==> src/rtl/sad_descriptor_ratio_matcher_assert.svh <==
// Assertion macros for the descriptor matcher.
`ifndef SAD_DESCRIPTOR_RATIO_MATCHER_ASSERT_SVH
`define SAD_DESCRIPTOR_RATIO_MATCHER_ASSERT_SVH
`ifndef NO_ASSERTIONS
`define SRM_ASSERT_SAME(lbl, ante, cons) \
  lbl: assert property (@(posedge clk) disable iff (!rst_n) (ante) |-> (cons)) \
    else $error("srm assertion failed");
`define SRM_ASSERT_NEXT(lbl, ante, cons) \
  lbl: assert property (@(posedge clk) disable iff (!rst_n) (ante) |=> (cons)) \
    else $error("srm assertion failed");
`else
`define SRM_ASSERT_SAME(lbl, ante, cons)
`define SRM_ASSERT_NEXT(lbl, ante, cons)
`endif
`endif

==> src/rtl/srm_pkg.sv <==
// Shared types and constants of the descriptor matcher.
package srm_pkg;
  localparam logic [1:0] OP_WR_BYTE = 2'd0;
  localparam logic [1:0] OP_WR_ID   = 2'd1;
  localparam logic [1:0] OP_QUERY   = 2'd2;
  localparam logic [1:0] OP_FRAME   = 2'd3;

  localparam logic [1:0] REG_ENTRIES = 2'd0;
  localparam logic [1:0] REG_MAXDIST = 2'd1;
  localparam logic [1:0] REG_RATIO   = 2'd2;

  localparam int DIST_W = 15;
  localparam logic [DIST_W-1:0] NO_DIST = 15'h7FFF;
  localparam logic [DIST_W-1:0] MAXDIST_RST = 15'd32640;
  localparam logic [3:0] RATIO_RST = 4'd8;
  localparam logic [18:0] RATIO_SCALE = 19'd10;
  localparam logic [7:0] STAMP_WRAP = 8'hFF;

  typedef struct packed {
    logic       shift;
    logic       wr;
    logic [6:0] pos;
    logic [7:0] data;
  } qctl_t;
endpackage

==> src/rtl/srm_qcell.sv <==
// One query byte cell of the rotating query ring.
module srm_qcell #(
  parameter int IDX = 0
) (
  input  logic          clk,
  input  srm_pkg::qctl_t ctl,
  input  logic [7:0]    nb,
  output logic [7:0]    q
);
  import srm_pkg::*;

  logic [7:0] byte_r;
  logic [7:0] byte_nxt;

  always_comb begin
    byte_nxt = byte_r;
    if (ctl.shift) begin
      byte_nxt = nb;
    end else if (ctl.wr && ctl.pos == 7'(IDX)) begin
      byte_nxt = ctl.data;
    end
  end

  always_ff @(posedge clk) begin
    byte_r <= byte_nxt;
  end

  assign q = byte_r;
endmodule

==> config.mk <==
export PLATFORM = sky130hd
export DESIGN_NAME = srm_qcell
export DESIGN_NICKNAME = d
export VERILOG_FILES = /design/src/rtl/sad_descriptor_ratio_matcher_assert.svh /design/src/rtl/srm_pkg.sv /design/src/rtl/srm_qcell.sv
export SDC_FILE = /design/constraint.sdc
export NUM_CORES = 1
export LEC_CHECK = 0
export ABC_AREA = 1
export ABC_CLOCK_PERIOD_IN_PS = 1200
export BUFFER_PORTS_ARGS = -buffer_cell sky130_fd_sc_hd__buf_2
export CAP_MARGIN = 15
export CORE_AREA = 2 2 39 41
export DETAILED_ROUTE_END_ITERATION = 10
export DIE_AREA = 0 0 41 43
export GPL_ROUTABILITY_DRIVEN = 0
export HOLD_SLACK_MARGIN = 0.05
export PLACE_DENSITY = 0.67
export SYNTH_ARGS = -nofsm -noshare
export SYNTH_HDL_FRONTEND = slang
export SYNTH_SLANG_ARGS = --single-unit
==> constraint.sdc <==
create_clock -name clk -period 1.2 [get_ports clk]
set_clock_uncertainty 0.2 [all_clocks]
set_input_delay 0.24 -clock clk [delete_from_list [all_inputs] [get_ports clk]]
set_output_delay 0.24 -clock clk [all_outputs]
set_load 0.02 [all_outputs]
# --- After elaboration in Yosys (flattened, before gate mapping) ---
# Index checks and enable logic that the tools add are counted.
op_classes:
  mul: 0
  bitwise_logic: 0
  n_addsub: 0
  mux: 2
  order_cmp: 0
  n_div: 0
  shift: 0
  eq_ne: 0
  n_reduce_logical: 3
ops:
  columns: ["op", "count"]
  rows:
  - ["8-bit two-way mux", 2]
  - ["7-bit logical NOT", 1]
  - ["2-bit nonzero test", 1]
  - ["1-bit logical AND", 1]
totals:
  reg_bits: 8
  rom_bits: 0
  ram_bits: 0
  latchBits: 0
  mem_count: 0
  output_inout_bits: 8

# --- Longest topological paths before layout ---
logic_depth:
  ltp_word: 4
  mapped_depth: 5
  ltp_nobuf: 5

# --- Worst setup path after synthesis ---
# Ideal clock, no wire load.
synth_path:
  path_type: "input to register"
  start: "input port ctl[8] in the netlist's numbering"
  end: "register byte_r[0] (netlist: q[0]) (enable)"
  t_arrival_ps: 642
  cell_stages: 5
  n_path_buf: 0
  setup_ps: 329
  setup_slack_ps: 29
  path_cell_list: "inv_1 -> nand2_1 -> nor2_1 -> nand2_1 -> nand2_1"
synth_via:
  elab_chain_len: 3
synth_lines:
  columns: ["element", "line_no", "text"]
  rows:
  - ["start, declared", "srm_qcell.sv:6", "input srm_pkg::qctl_t ctl,"]
  - ["7-bit logical NOT", "srm_qcell.sv:19", "end else if (ctl.wr && ctl.pos == 7'(IDX)) begin"]
  - ["1-bit logical AND", "srm_qcell.sv:19", null]
  - ["2-bit nonzero test (no source line)", null, null]
  - ["end signal, assigned", "srm_qcell.sv:25", "byte_r <= byte_nxt;"]
  - ["end, declared", "srm_qcell.sv:12", "logic [7:0] byte_r;"]
# Every way passes these cells.
# A chain may end at the register's enable or synchronous reset.

# --- Worst setup path in the final report ---
layout_path:
  start: "register byte_r[5] (netlist: q[5])"
  end: "output port q[5]"
layout_rtl:
  columns: ["element", "line_no", "text"]
  rows:
  - ["end, declared", "srm_qcell.sv:8", "output logic [7:0] q"]
# No word-level cell between the ends.

==> flow_summary.yaml <==
status:
  status: "finished with violations"
  violations: "setup timing"
clock_tree:
  clkTransAtPathRegs_ps: 50
  cts.sinks: 8
  cts-root-buf: "clkbuf_4"
  cts_buffers: 3
  cts_tree: "built"
  htreeDepth: 1
  hold_buffers: 0
  cts_buffer_depth: 2
synth:
  synthFlopType: "edfxtp_1"
  synth.mux.area_fraction_pct: 0
  yosysWarnings: 0
  synthXorXnorAreaFrac_pct: 0
  synth-simple-area-share_pct: 29.91
  synthAdderAreaFrac_pct: 0
  synth_top_family_by_area: "simple AND/OR/NAND/NOR gates"
  yosysSeqAreaShare_pct: 59.81
  yosys.area.top_type: "edfxtp_1"
  synth_edf_count: 8
  synth.most_common_cell: "nand2_1"
  synthCells: 49
  async_flop_share_pct: 0
  avgSynthCellArea_um2: 8.197
  ys_ff_latch: 8
  synth-compound-area-share_pct: 0
  synth_top_area_share_pct: 59.81
  syn_nets: 75
  synth_area_leaders: "edfxtp_1, nand2_1, inv_1"
  synth_area_um2: 401.6
  synthDistinctLibCells: 6
  yosys-top-cells-count: "nand2_1, edfxtp_1, inv_1"
hold_path:
  worstHoldStart: "ctl[4]"
  hold_path_depth: 3
  hold_end: "q[4]"
  hp-class: "in2reg"
critical_path:
  cp_cell_sequence: "buf_6"
  cp.required_ps: 760
  worstSetupPathType: "reg2out"
  critPathLaunchType: "flip-flop"
  end_kind: "output pin"
  path_delay_family: "flip-flops"
  max_stage_delay_ps: 380
  crit_fanout: 1
  cp.buffers_inverters: 1
  slowest_stage: "edfxtp_1"
  cp.arrival_ps: 770
  cp_num_cells: 1
floorplan:
  dieArea_mm2: 0.001763
  die_h_um: 43
  placeableCoreArea_mm2: 0.001384
  io-pin-count: 34
  num_rows: 14
  start_util_pct: 29.02
  die_w_um: 41
layout:
  antennaDiodeCount: 0
  stdcell_count: 103
  drive_above_1_share_pct: 45.98
  layout.nets: 115
  synthToLayoutAreaGrowth_pct: 70.09
  final_core_util_pct: 49.37
  largest_reg_flops: 8
grt:
  overflow: 0
  grt_pass1_vias: 423
  grt_pass1_wl_um: 1483
  antenna_found_initial: 0
  grtUsageTotal_pct: 13.02
  grt_max_degree: 9
power_and_ir_drop:
  peakVddDrop_mv: 0.3174
  leakage_uw: 0.0003852
  p_per_area_mw_per_mm2: 1058
placement:
  port_buffers: 33
  dp_slack_ps: -91.29
  placed_cells: 100
  dp_hpwl_um: 759.9
timing:
  rsz0062_at_grt: "yes"
  fmax_ghz: 0.8254
  tightestPinTransition_ps: 105.7
  final.min_clock_period_ps: 1211
  fin_tns_setup_ps: -31.54
  setup_viol: 4
  hold_viol_final: 0
  setup_slack_ps: -11.47
  holdWs_ps: 59.37
  min_period_over_period_pct: 101.0
  drv_slew: 0
  slew_headroom_pct: 92.94
drt:
  vias: 427
  wirelength_um: 895
  drc_errors: 0
  drt_iter0_markers: 4
  viasPerCell: 4.146
  drt_first_pass_iters: 3
  routedWlPerCell_um: 8.689
  ant_nets: 0
run:
  cap_violations: 0
-- power by group --
part	internal, µW	switching [µW]
clock network	114	78.6
logic	97.7	82.2
registers	340	11.1
-- cell families (layout without fill, tap and decap cells) --
group	Yosys count	in the layout
flip-flops	8	8
AND/OR/NAND/NOR	32	32
buffers and inverters	9	47
-- worst max-delay path by stage --
stage                 start   end  slack [ps]
floorplan            ctl[8]  q[0]          30
global placement    ctl[14]  q[7]         -90
detailed placement   ctl[8]  q[3]         -90
CTS                    q[2]  q[2]         -30
global route           q[2]  q[2]         -40
finish                 q[5]  q[5]         -10
-- routing by layer --
| metal | wire [µm] | vias up | part of all wire [%] | GRT usage (%) |
|---|---|---|---|---|
| met5 | 0 | - | 0 | 0 |
| met4 | 16 | 0 | 1.8 | 12.00 |
| met3 | 83 | 2 | 9.3 | 3.141 |
| met2 | 479 | 18 | 54 | 21.88 |
| met1 | 316 | 184 | 35 | 11.41 |
| li1 | - | 223 | - | - |
-- per-stage QoR --
| step | area, µm² | total power, µW |
|---|---|---|
| after global routing | 683.2 | 766.7 |
| final | 683.2 | 723.0 |
| after detailed placement | 610.6 | 503.3 |
| after floorplan | 401.6 | 425.0 |
| after CTS | 633.1 | 698.8 |
| after global placement | 610.6 | 499.2 |
-- layout make-up --
type | instances | area [µm²]
tap | 16 | 20.02
multi-input combinational | 32 | 120.1
clock buffer | 3 | 22.52
sequential | 8 | 240.2
inverter | 8 | 30.03
fill | 138 | 700.7
timing repair buffer | 36 | 250.2
-- repair_timing --
item,CTS,global route
cloned,0,0
setup buffers,0,0
endpoints found under the setup margin,6,8
gates resized for setup,0,16
-- cells in the final DEF, fill, tap and decap left out --
| cell | count |
|---|---|
| inv_2 | 1 |
| buf_12 | 1 |
| edfxtp_1 | 8 |
| clkbuf_4 | 3 |
| buf_2 | 25 |
| buf_6 | 8 |
| nor2_1 | 2 |
| nand2_1 | 30 |
| inv_1 | 7 |
| buf_4 | 2 |
(Power assumes the default switching activity.)
